--- src/rtl/tf_pkg.sv ---
// Shared widths, types and datapath command codes for the tangent frame block.
`timescale 1ns / 1ps
package tf_pkg;

    localparam int POS_W   = 18;
    localparam int TEX_W   = 16;
    localparam int UNIT_W  = 16;
    localparam int UNIT_F  = UNIT_W - 2;

    // stream payload widths, zero filled to whole bytes
    localparam int IN_W    = 3 * POS_W + 2 * TEX_W + 3 * UNIT_W;
    localparam int IN_PAD  = ((IN_W + 7) / 8) * 8;
    localparam int OUT_W   = 6 * UNIT_W;
    localparam int OUT_PAD = ((OUT_W + 7) / 8) * 8;

    localparam int DPOS_W  = POS_W + 1;
    localparam int DTEX_W  = TEX_W + 1;
    localparam int PROD_W  = DPOS_W + DTEX_W;
    localparam int DIR_W   = PROD_W + 1;
    localparam int NRM_A   = (PROD_W + 2 > 2 * UNIT_W + 4) ? PROD_W + 2 : 2 * UNIT_W + 4;
    localparam int NRM_W   = (NRM_A > 32) ? NRM_A : 32;

    // scaled magnitudes sit in [2^29, 2^30)
    localparam int SCL_W   = 30;
    localparam int SQ_W    = 2 * SCL_W + 2;
    localparam int ROOT_W  = SQ_W + 2;
    localparam int ROOT_N  = SQ_W / 2 + 1;
    localparam int LEN_W   = SCL_W + 1;
    localparam int REM_W   = LEN_W + 1;
    localparam int Q_W     = UNIT_F + 2;
    localparam int NUM_W   = SCL_W + UNIT_F + 1;

    localparam int NU_W    = 2 * UNIT_W;
    localparam int DOT_W   = NU_W + 2;
    localparam int D_W     = UNIT_W + 4;
    localparam int ND_W    = UNIT_W + D_W;
    localparam int CR_W    = NU_W + 1;
    localparam int HP_W    = 2 * (SCL_W + 1);
    localparam int HS_W    = HP_W + 2;

    typedef logic signed [POS_W-1:0]   t_pos;
    typedef logic signed [TEX_W-1:0]   t_tex;
    typedef logic signed [UNIT_W-1:0]  t_unit;
    typedef logic signed [NRM_W-1:0]   t_nrm;
    typedef logic signed [SCL_W:0]     t_scl;

    typedef enum logic [4:0] {
        OP_NONE,
        OP_LOAD,
        OP_DELTA,
        OP_TRI_MUL,
        OP_TRI_SUB,
        OP_TRI_FLIP,
        OP_NRM_TD,
        OP_CAP_TD,
        OP_NRM_SD,
        OP_CAP_U,
        OP_ZERO,
        OP_DOT_NU,
        OP_DOT_SUM,
        OP_ROUND_D,
        OP_MUL_ND,
        OP_DIFF,
        OP_NRM_W,
        OP_CAP_TG,
        OP_NRM_C,
        OP_CAP_BT,
        OP_HAND_MUL,
        OP_HAND_SIGN
    } t_dp_op;

    typedef struct packed {
        t_dp_op     op;
        logic [1:0] slot;
    } t_dp_cmd;

    typedef struct packed {
        logic nrm_done;
        logic det_zero;
    } t_dp_sts;

endpackage

--- src/rtl/tf_ctrl.sv ---
// Controller: corner counting, operation sequencing and result handshake.
`timescale 1ns / 1ps
module tf_ctrl import tf_pkg::*; (
    input  logic    i_clk,
    input  logic    i_rst_n,
    input  logic    i_in_valid,
    output logic    o_in_ready,
    input  logic    i_out_ready,
    output logic    o_out_valid,
    output logic    o_out_last,
    output t_dp_cmd o_cmd,
    input  t_dp_sts i_sts
);

    typedef enum logic [4:0] {
        S_IDLE, S_DELTA, S_TMUL, S_TSUB, S_TFLIP,
        S_NTD, S_WTD, S_CTD, S_NSD, S_WSD, S_CSD,
        S_KCHK, S_NU, S_DSUM, S_RND, S_ND, S_DIFF,
        S_NW, S_WW, S_CW, S_NC, S_WC, S_CC, S_HM, S_HS, S_OUT
    } t_state;

    t_state     r_state;
    logic [1:0] r_cnt;
    logic [1:0] r_k;
    logic       r_valid;
    logic       r_last;
    logic       accept;

    assign accept = (r_state == S_IDLE) && i_in_valid;

    always_comb begin
        o_cmd.slot = (r_state == S_IDLE) ? r_cnt : r_k;
        unique case (r_state)
            S_IDLE:  o_cmd.op = accept ? OP_LOAD : OP_NONE;
            S_DELTA: o_cmd.op = OP_DELTA;
            S_TMUL:  o_cmd.op = OP_TRI_MUL;
            S_TSUB:  o_cmd.op = OP_TRI_SUB;
            S_TFLIP: o_cmd.op = OP_TRI_FLIP;
            S_NTD:   o_cmd.op = OP_NRM_TD;
            S_CTD:   o_cmd.op = OP_CAP_TD;
            S_NSD:   o_cmd.op = OP_NRM_SD;
            S_CSD:   o_cmd.op = OP_CAP_U;
            S_KCHK:  o_cmd.op = i_sts.det_zero ? OP_ZERO : OP_NONE;
            S_NU:    o_cmd.op = OP_DOT_NU;
            S_DSUM:  o_cmd.op = OP_DOT_SUM;
            S_RND:   o_cmd.op = OP_ROUND_D;
            S_ND:    o_cmd.op = OP_MUL_ND;
            S_DIFF:  o_cmd.op = OP_DIFF;
            S_NW:    o_cmd.op = OP_NRM_W;
            S_CW:    o_cmd.op = OP_CAP_TG;
            S_NC:    o_cmd.op = OP_NRM_C;
            S_CC:    o_cmd.op = OP_CAP_BT;
            S_HM:    o_cmd.op = OP_HAND_MUL;
            S_HS:    o_cmd.op = OP_HAND_SIGN;
            default: o_cmd.op = OP_NONE;
        endcase
    end

    always_ff @(posedge i_clk) begin
        if (!i_rst_n) begin
            r_state <= S_IDLE;
            r_cnt   <= '0;
            r_k     <= '0;
            r_valid <= 1'b0;
            r_last  <= 1'b0;
        end else begin
            unique case (r_state)
                S_IDLE: begin
                    if (accept) begin
                        if (r_cnt == 2'd2) begin
                            r_cnt   <= '0;
                            r_state <= S_DELTA;
                        end else begin
                            r_cnt <= r_cnt + 1'b1;
                        end
                    end
                end
                S_DELTA: r_state <= S_TMUL;
                S_TMUL:  r_state <= S_TSUB;
                S_TSUB:  r_state <= S_TFLIP;
                S_TFLIP: r_state <= S_NTD;
                S_NTD:   r_state <= S_WTD;
                S_WTD:   if (i_sts.nrm_done) r_state <= S_CTD;
                S_CTD:   r_state <= S_NSD;
                S_NSD:   r_state <= S_WSD;
                S_WSD:   if (i_sts.nrm_done) r_state <= S_CSD;
                S_CSD: begin
                    r_k     <= '0;
                    r_state <= S_KCHK;
                end
                S_KCHK: begin
                    if (i_sts.det_zero) begin
                        r_valid <= 1'b1;
                        r_last  <= (r_k == 2'd2);
                        r_state <= S_OUT;
                    end else begin
                        r_state <= S_NU;
                    end
                end
                S_NU:    r_state <= S_DSUM;
                S_DSUM:  r_state <= S_RND;
                S_RND:   r_state <= S_ND;
                S_ND:    r_state <= S_DIFF;
                S_DIFF:  r_state <= S_NW;
                S_NW:    r_state <= S_WW;
                S_WW:    if (i_sts.nrm_done) r_state <= S_CW;
                S_CW:    r_state <= S_NC;
                S_NC:    r_state <= S_WC;
                S_WC:    if (i_sts.nrm_done) r_state <= S_CC;
                S_CC:    r_state <= S_HM;
                S_HM:    r_state <= S_HS;
                S_HS: begin
                    r_valid <= 1'b1;
                    r_last  <= (r_k == 2'd2);
                    r_state <= S_OUT;
                end
                S_OUT: begin
                    if (i_out_ready) begin
                        r_valid <= 1'b0;
                        if (r_k == 2'd2) begin
                            r_state <= S_IDLE;
                        end else begin
                            r_k     <= r_k + 1'b1;
                            r_state <= S_KCHK;
                        end
                    end
                end
                default: r_state <= S_IDLE;
            endcase
        end
    end

    assign o_in_ready  = (r_state == S_IDLE);
    assign o_out_valid = r_valid;
    assign o_out_last  = r_last;

endmodule

--- config.mk ---
export PLATFORM = sky130hd
export DESIGN_NAME = tf_ctrl
export DESIGN_NICKNAME = d
export VERILOG_FILES = /design/src/rtl/tf_pkg.sv /design/src/rtl/tf_ctrl.sv
export SDC_FILE = /design/constraint.sdc
export NUM_CORES = 1
export LEC_CHECK = 0
export ABC_AREA = 1
export BUFFER_PORTS_ARGS = -buffer_cell sky130_fd_sc_hd__buf_2
export CORE_UTILIZATION = 40
export CTS_CLUSTER_DIAMETER = 120
export DETAILED_ROUTE_END_ITERATION = 6
export GPL_TIMING_DRIVEN = 0
export PLACE_DENSITY = 0.58
export SETUP_SLACK_MARGIN = 0.05
export SLEW_MARGIN = 40
export SYNTH_ARGS = -nofsm -noshare
export SYNTH_HDL_FRONTEND = slang
export SYNTH_SLANG_ARGS = --single-unit
export TNS_END_PERCENT = 20
--- constraint.sdc ---
create_clock -name i_clk -period 1.77 [get_ports i_clk]
set_input_delay 0.2655 -clock i_clk [delete_from_list [all_inputs] [get_ports i_clk]]
set_output_delay 0.2655 -clock i_clk [all_outputs]
set_load 0.02 [all_outputs]
==> flow_metrics.env, run 1 <==
export IMPL_status="finished, violations left"
export IMPL_violations="negative setup slack"
export IMPL_routedWlPerCell_um=13.87
export IMPL_pre_cts_ws_ps=-64.56
export IMPL_period_minus_slack_ps=1924
export IMPL_final_common_cell="nand2_1"
export IMPL_htree_levels=1
export IMPL_drv_cap=0
export IMPL_viasPerCell=5.448
export IMPL_design_die_area_mm2=0.003152
export IMPL_worst_setup_path_type="reg -> out"
export IMPL_drt_pass1_iterations=4
export IMPL_cts_path_max_buffers=2
export IMPL_register_area_um2=239.0
export IMPL_syn_num_nets=202
export IMPL_avgSynthCellArea_um2=6.012
export IMPL_multiInputGateArea_um2=963.4
export IMPL_ctsHoldBuffers=0
export IMPL_antenna_found_initial=0
export IMPL_grt_setup_unrepaired="true"
export IMPL_io_pins=16
export IMPL_synth_distinct_cells=30
export IMPL_die_h_um=56.14
export IMPL_period_share_pct=108.7
export IMPL_stdcell_count=268
export IMPL_worstPathMaxFanout=6
export IMPL_leakage_nw=0.8687
export IMPL_hold_violations=0
export IMPL_fp_coreArea_mm2=0.002758
export IMPL_grt_ovfl_total=0
export IMPL_max_slew_margin_rel_pct=79.92
export IMPL_cp_required_ps=1500
export IMPL_gp_congestion=0.9435
export IMPL_root_buffer="clkbuf_4"
export IMPL_drc_errors=0
export IMPL_crit_path_end_kind="output pin"
export IMPL_setup_violations=7
export IMPL_postRouteAntennaNets=0
export IMPL_power_density_mw_per_mm2=705.0
export IMPL_ys_seq_area_share_pct=18.78
export IMPL_finish_utilization_pct=61.98
export IMPL_fillCellCount=260
export IMPL_nNetsFinal=245
export IMPL_track_usage_pct=22.60
export IMPL_n_antenna_cell=0
export IMPL_drt_initial_drc_count=43
export IMPL_peakVddDrop_uv=741.0
export IMPL_die_w_um=56.14
export IMPL_mostFrequentLayoutCells="nand2_1 (36), nor2_1 (22), buf_4 (22)"
export IMPL_slowest_delay_ps=420
export IMPL_holdCritPathClass="in -> reg"
export IMPL_dp_hpwl_um=2520
export IMPL_io_buffers=15
export IMPL_grt_max_degree=11
export IMPL_core_rowCount=19
export IMPL_clk_latency_ps=260
export IMPL_ys_warnings_count=0
export IMPL_start_util_pct=42.51
export IMPL_clock_fmax_mhz=519.7
export IMPL_area_growth_pct=45.78
export IMPL_layout_setup_ws_ps=-154.3
export IMPL_numCtsBuffers=3
export IMPL_start_kind="register"
export IMPL_grt_pass1_vias=1231
export IMPL_syn_cell_area_mm2=0.001172
export IMPL_drive_gt1_share_pct=47.68
export IMPL_critical_path_arrival_ps=1660
export IMPL_via_count=1460
export IMPL_ys_ff_latch=11
export IMPL_grt_first_pass_wirelength_um=5602
export IMPL_fin_skew_ps=3.848
export IMPL_cp_cell_sequence="nor2_4 -> buf_12 -> nand3_2 -> nand2_1 -> inv_1 -> nand2_2 -> or3_4 -> buf_6"
export IMPL_syn_inst=195
export IMPL_placedCellCount=241
export IMPL_slowest_stage="dfxtp_4"
export IMPL_cts_clk_slew_worst_paths_ps=70
export IMPL_wl_um=3716
export IMPL_cts_sinks=11
export IMPL_maxSlewViolCount=0
export IMPL_tightest_slew_ps=299.4
export IMPL_cts_tree="yes"
==> cells in the mapped netlist <==
library cell,count,share of area [%]
nand4_1,3,1.6
nand3_4,1,1.5
dfxtp_1,11,19
buf_6,1,0.96
nor2_1,30,9.6
o21ai_2,1,0.75
nand3_1,22,9.4
nor2_4,2,1.9
clkinv_1,1,0.32
nand3b_1,1,0.64
nand2_4,5,4.8
nand3_2,3,2.6
or3_1,1,0.53
a21oi_1,12,5.1
nor4_1,1,0.53
ha_1,1,1.1
nor2_8,1,1.7
nand2_2,5,2.7
a311oi_1,1,0.75
o21ai_0,5,2.1
a211oi_1,1,0.64
inv_4,1,0.53
nand2_1,43,14
nor2_2,5,2.7
buf_4,1,0.64
nor3_1,4,1.7
inv_2,7,2.2
a21oi_4,1,1.4
inv_1,23,7.4
nand2_8,1,1.7
==> sequential cells by signal (all words and copies together) (netlist names) <==
signal       flops
r_state          5
r_cnt            2
r_k              2
o_out_last       1
o_out_valid      1
==> critical path: cells and delay by family (launching register included) <==
| kind | cells | cell delay, ps |
|---|---|---|
| DFF | 1 | 420 |
| buffers and inverters | 3 | 330 |
| and+or+nand+nor | 5 | 650 |
==> layout make-up <==
cell class	count	area share, %
Tap cell	31	2.269
Timing Repair Buffer	40	17.64
Inverter	32	8.199
Multi-Input combinational cell	150	56.37
Sequential cell	11	13.98
Clock buffer	4	1.537
==> power by group <==
part | total (mW) | internal [mW] | switching, mW
Clock | 0.167 | 0.0871 | 0.0796
Combinational | 0.727 | 0.327 | 0.400
Sequential | 0.311 | 0.267 | 0.0436
Total | 1.21 | 0.681 | 0.524
==> path summary, 6_finish.rpt <==
path / startpoint / to / slack, ps / cells after the start
hold reg to reg: r_k[1]$_SDFFE_PN0P_ / r_k[1]$_SDFFE_PN0P_ / 500 / 2
setup / recovery: r_state[0]$_SDFFE_PN0P_ / o_cmd[2] / -150 / 8
hold / removal: i_out_ready / o_out_valid$_SDFFE_PN0P_ / 210 / 2
setup reg to reg: r_state[0]$_SDFFE_PN0P_ / r_state[0]$_SDFFE_PN0P_ / 190 / 11
==> timing repair <==
action | CTS | global route
hold endpoints to repair | 0 | 0
pin swaps | 8 | 12
resized for setup | 36 | 34
buffers inserted | 9 | 16
setup endpoints to repair | 7 | 8
==> routing by layer <==
layer / global-route usage (%) / up-vias / wire length, um
met5: 0 / - / 0
met4: 8.711 / 0 / 125
met3: 4.419 / 14 / 192
met2: 36.22 / 53 / 1824
met1: 29.79 / 679 / 1574
li1: - / 714 / -
==> cells by family after synthesis <==
kind of cell	count (synthesis)	synth area share, %
AO/OA/AOI/OAI	21	10.78
adder cells (fa/ha/maj)	1	1.067
buffers and inverters	34	12.06
flip-flops	11	18.78
AND/OR/NAND/NOR	128	57.31
==> through the flow <==
step	power [mW]	instance area, um^2	setup TNS (ps)	hold WS (ps)
final	1.205	1709	-422.3	212.4
after global routing	1.290	1709	-1036	213.4
after CTS	1.053	1469	-408.0	200.7
after detailed placement	0.7893	1286	-64.56	481.6
after global placement	0.7886	1286	-71.58	474.2
after floorplan	0.6815	1172	0	373.2
(Power assumes the default switching activity.)
==> inputs of run 2 (changes only) <==
REMOVE_ABC_BUFFERS = 1   (was default)
==> flow_metrics.env, run 2 (same netlist as run 1, synthesis figures left out) <==
export IMPL_die_w_um=56.14
export IMPL_period_minus_slack_ps=1903
export IMPL_crit_path_end_kind="output pin"
export IMPL_largest_reg_flops=5
export IMPL_wl_um=3406
export IMPL_grt_setup_unrepaired="true"
export IMPL_via_count=1389
export IMPL_grt_ovfl_total=0
export IMPL_clock_fmax_mhz=525.5
export IMPL_reg_largest_list="r_state x5, r_cnt x2, r_k x2"
export IMPL_viasPerCell=5.426
export IMPL_drc_errors=0
export IMPL_area_growth_pct=32.66
export IMPL_drv_cap=0
export IMPL_timing_setup_tns_ps=-470.7
export IMPL_mostFrequentLayoutCells="nand2_1 (38), nor2_1 (24), inv_1 (21)"
export IMPL_drive_gt1_share_pct=39.11
export IMPL_fp_coreArea_mm2=0.002758
export IMPL_setup_violations=7
export IMPL_design_die_area_mm2=0.003152
export IMPL_cts_clk_slew_worst_paths_ps=70
export IMPL_nNetsFinal=233
export IMPL_finish_utilization_pct=56.40
export IMPL_worstPathMaxFanout=4
export IMPL_period_share_pct=107.5
export IMPL_start_kind="register"
export IMPL_power_mw=1.108
export IMPL_root_buffer="clkbuf_4"
export IMPL_grt_max_degree=11
export IMPL_violations="negative setup slack"
export IMPL_antenna_found_initial=0
export IMPL_fin_skew_ps=1.288
export IMPL_gp_congestion=0.9672
export IMPL_htree_levels=1
export IMPL_post_route_cell_area_mm2=0.001555
export IMPL_power_switching_mw=0.4874
export IMPL_io_buffers=15
export IMPL_routedWlPerCell_um=13.30
export IMPL_dp_hpwl_um=2518
export IMPL_final_common_cell="nand2_1"
export IMPL_grt_pass1_vias=1260
export IMPL_start_util_pct=42.51
export IMPL_p_int_mw=0.6207
export IMPL_holdCritPathClass="in -> reg"
export IMPL_power_density_mw_per_mm2=712.5
export IMPL_critical_path_arrival_ps=1640
export IMPL_cts_sinks=11
export IMPL_p_sw_share_pct=43.99
export IMPL_cts_tree="yes"
export IMPL_io_pins=16
export IMPL_clkPwrFrac_pct=16.2
export IMPL_drt_pass1_iterations=6
export IMPL_tightest_slew_ps=306.1
export IMPL_n_antenna_cell=0
export IMPL_worst_setup_path_type="reg -> out"
export IMPL_pwr_share_comb_pct=56.6
export IMPL_track_usage_pct=22.41
export IMPL_ctsHoldBuffers=0
export IMPL_place_area_mm2=0.001267
export IMPL_peakVddDrop_uv=827.3
export IMPL_cp_required_ps=1500
export IMPL_grt_first_pass_wirelength_um=5602
export IMPL_hold_violations=0
export IMPL_layout_setup_ws_ps=-132.9
export IMPL_drt_initial_drc_count=61
export IMPL_status="finished, violations left"
export IMPL_cts_path_max_buffers=2
export IMPL_maxSlewViolCount=0
export IMPL_top_register="r_state"
export IMPL_leakage_nw=0.8006
export IMPL_max_slew_margin_rel_pct=79.47
export IMPL_die_h_um=56.14
export IMPL_p_seq_share_pct=27.2
export IMPL_numCtsBuffers=3
export IMPL_postRouteAntennaNets=0
export IMPL_clk_latency_ps=270
export IMPL_core_rowCount=19
==> run 2: cell type report <==
type,count,area [um^2]
clock buffer,4,26.28
tap,31,38.79
sequential,11,239.0
fill,260,1202
timing repair buffer,28,211.5
inverter,32,135.1
multi-input combinational,150,904.6
==> run 2: final timing paths <==
check                               start                  endpoint  slack [ps]  depth (start not counted)
hold reg to reg       r_k[1]$_SDFFE_PN0P_       r_k[1]$_SDFFE_PN0P_         490                          2
hold / removal                i_out_ready  o_out_valid$_SDFFE_PN0P_         200                          2
setup / recovery  r_state[1]$_SDFFE_PN0P_                  o_cmd[2]        -130                          7
setup reg to reg  r_state[0]$_SDFFE_PN0P_   r_state[4]$_SDFFE_PN0P_         200                         10
==> run 2: repair_timing <==
item	in CTS	in global routing
gates cloned	0	0
setup endpoints to repair	7	8
hold endpoints to repair	0	0
setup buffers	11	2
gates resized for setup	42	10
pin swaps	5	6
==> run 2: per-layer routing <==
| metal | share of wire (%) | global-route usage (%) |
|---|---|---|
| met5 | 0 | 0 |
| met4 | 1.6 | 7.666 |
| met3 | 5.9 | 3.023 |
| met2 | 50 | 38.44 |
| met1 | 42 | 28.67 |
==> run 2: stage by stage <==
step	hold WS (ps)	cells	setup slack, ps
global placement	474.4	239	-189.5
detailed placement	477.4	239	-151.7
finish	202.0	256	-132.9
global route	219.7	256	-196.0
floorplan	373.2	193	104.4
CTS	190.5	254	-122.1
==> run 2: power by group through the flow <==
stage	combinational [mW]	sequential, mW	clock [mW]
floorplan	0.357	0.305	0
global placement	0.454	0.314	0
detailed placement	0.452	0.314	0
CTS	0.595	0.302	0.192
global route	0.682	0.303	0.198
finish	0.627	0.301	0.179
==> run 2: worst max-delay path, cell delays in order (launching register included) <==
cell and delay, ps:
dfxtp_4 380, buf_12 130, nand2_2 90, nor2_1 80
inv_1 80, nand4_1 90, or3_4 380, buf_6 140
==> inputs of run 3 (changes only) <==
PLACE_DENSITY = 0.6   (was 0.58)
clock period = 1.5 ns   (was 1.77 ns; I/O delays follow)
==> flow_metrics.env, run 3 (same netlist as run 1, synthesis figures left out) <==
export IMPL_status="finished, violations left"
export IMPL_violations="negative setup slack"
export IMPL_critical_path_arrival_ps=1610
export IMPL_ctsHoldBuffers=0
export IMPL_wl_um=3553
export IMPL_track_usage_pct=23.30
export IMPL_postRouteAntennaNets=0
export IMPL_critPathBufInv=3
export IMPL_viasPerCell=5.514
export IMPL_mostFrequentLayoutCells="nand2_1 (38), nor2_1 (24), inv_1 (20)"
export IMPL_fin_skew_ps=0.4987
export IMPL_cts_sinks=11
export IMPL_peakVddDrop_uv=807.6
export IMPL_cts_clk_slew_worst_paths_ps=60
export IMPL_max_slew_margin_rel_pct=78.29
export IMPL_drive_gt1_share_pct=41.59
export IMPL_grt_pass1_vias=1328
export IMPL_power_density_mw_per_mm2=819.2
export IMPL_die_h_um=56.14
export IMPL_cp_required_ps=1270
export IMPL_final_common_cell="nand2_1"
export IMPL_gp_congestion=0.9064
export IMPL_cp_cell_sequence="nor2_4 -> buf_4 -> nand3_4 -> inv_1 -> a21oi_1 -> nand3b_1 -> buf_2"
export IMPL_reg_largest_list="r_state x5, r_cnt x2, r_k x2"
export IMPL_area_growth_pct=33.62
export IMPL_core_rowCount=19
export IMPL_worst_setup_path_type="reg -> out"
export IMPL_slowest_delay_ps=380
export IMPL_largest_reg_flops=5
export IMPL_start_kind="register"
export IMPL_grt_ovfl_total=0
export IMPL_n_antenna_cell=0
export IMPL_leakage_nw=0.8109
export IMPL_hold_violations=0
export IMPL_cts_tree="yes"
export IMPL_setup_violations=12
export IMPL_drv_cap=0
export IMPL_grt_max_degree=11
export IMPL_slowest_stage="dfxtp_4"
export IMPL_pre_cts_ws_ps=-407.4
export IMPL_maxSlewViolCount=0
export IMPL_worstPathMaxFanout=6
export IMPL_routed_top_layer="met4"
export IMPL_numCtsBuffers=3
export IMPL_holdCritPathClass="in -> reg"
export IMPL_routedWlPerCell_um=13.82
export IMPL_root_buffer="clkbuf_4"
export IMPL_critical_path_top_delay_family="buffers and inverters"
export IMPL_htree_levels=1
export IMPL_drt_met1_wl_um=1438
export IMPL_design_die_area_mm2=0.003152
export IMPL_grt_setup_unrepaired="true"
export IMPL_stdcell_count=257
export IMPL_dp_hpwl_um=2635
export IMPL_period_share_pct=122.6
export IMPL_layout_setup_ws_ps=-338.4
export IMPL_grt_first_pass_wirelength_um=5851
export IMPL_cts_path_max_buffers=2
export IMPL_fp_coreArea_mm2=0.002758
export IMPL_io_pins=16
export IMPL_fillCellCount=297
export IMPL_drt_initial_drc_count=61
export IMPL_antenna_found_initial=0
export IMPL_die_w_um=56.14
export IMPL_io_buffers=15
export IMPL_crit_path_end_kind="output pin"
export IMPL_placedCellCount=239
export IMPL_timing_setup_tns_ps=-2451
export IMPL_period_minus_slack_ps=1838
export IMPL_nNetsFinal=234
export IMPL_clock_fmax_mhz=544.0
export IMPL_tightest_slew_ps=323.6
export IMPL_via_count=1417
export IMPL_power_mw=1.283
export IMPL_wl_met3_um=200
export IMPL_top_register="r_state"
export IMPL_start_util_pct=42.51
export IMPL_clk_latency_ps=260
export IMPL_drc_errors=0
export IMPL_wl_met2_um=1770
export IMPL_drt_pass1_iterations=5
[run 3: changes by cell type in the layout (fill, tap and decap cells not counted), moves of 2 or more]
| cell | change |
|---|---|
| buf_2 | +3 |
| nand3_1 | -3 |
| nand3_2 | +2 |
| o21ai_0 | +2 |
[run 3: routing by layer]
| layer | up-vias | GRT usage, % |
|---|---|---|
| li1 | 688 | - |
| met1 | 657 | 27.74 |
| met2 | 56 | 40.48 |
| met3 | 16 | 3.488 |
| met4 | 0 | 11.50 |
| met5 | - | 0 |
[run 3: what timing repair did]
item                                    4_1_cts  5_1_grt
gates resized for setup                      38       14
pin swaps                                     5        5
setup buffers                                11        3
endpoints found under the setup margin       18       17
[run 3: worst reg2reg max path: cells and delay by family (launching register included)]
kind	cells	cell delay, ps
buffers and inverters	2	210
AND/OR/NAND/NOR	7	760
AO/OA/AOI/OAI	1	140
flip-flops	1	380
[run 3: report_power, final]
group / leakage [nW] / total (mW) / internal [mW] / switching (mW)
clock: 0.0150 / 0.195 / 0.103 / 0.0925
sequential: 0.0930 / 0.358 / 0.315 / 0.0429
combinational: 0.703 / 0.730 / 0.296 / 0.433
[run 3: final timing paths]
kind / from / to / slack [ps] / cells after the start
worst min register to register: r_k[1]$_SDFFE_PN0P_ / r_k[1]$_SDFFE_PN0P_ / 490 / 2
worst max register to register: r_state[0]$_SDFFE_PN0P_ / r_state[3]$_SDFFE_PN0P_ / -50 / 10
worst min-delay path: i_out_ready / o_out_valid$_SDFFE_PN0P_ / 180 / 2
worst max-delay path: r_state[0]$_SDFFE_PN0P_ / o_cmd[6] / -340 / 7
[run 3: final cells by class]
class | count | area, um^2 | share of cell area [%]
tap | 31 | 38.79 | 2.476
clock buffer | 4 | 26.28 | 1.677
inverter | 32 | 135.1 | 8.626
multi-input combinational | 150 | 928.4 | 59.27
sequential | 11 | 239.0 | 15.26
timing repair buffer | 29 | 198.9 | 12.70
[run 3: per-stage QoR]
| stage | util, % | hold slack (ps) | area (um^2) |
|---|---|---|---|
| after global placement | 45.96 | 442.5 | 1267 |
| final | 56.81 | 175.3 | 1567 |
| after global routing | 56.81 | 177.3 | 1567 |
| after floorplan | - | 332.7 | 1154 |
| after detailed placement | 45.96 | 449.2 | 1267 |
| after CTS | 54.22 | 170.9 | 1495 |
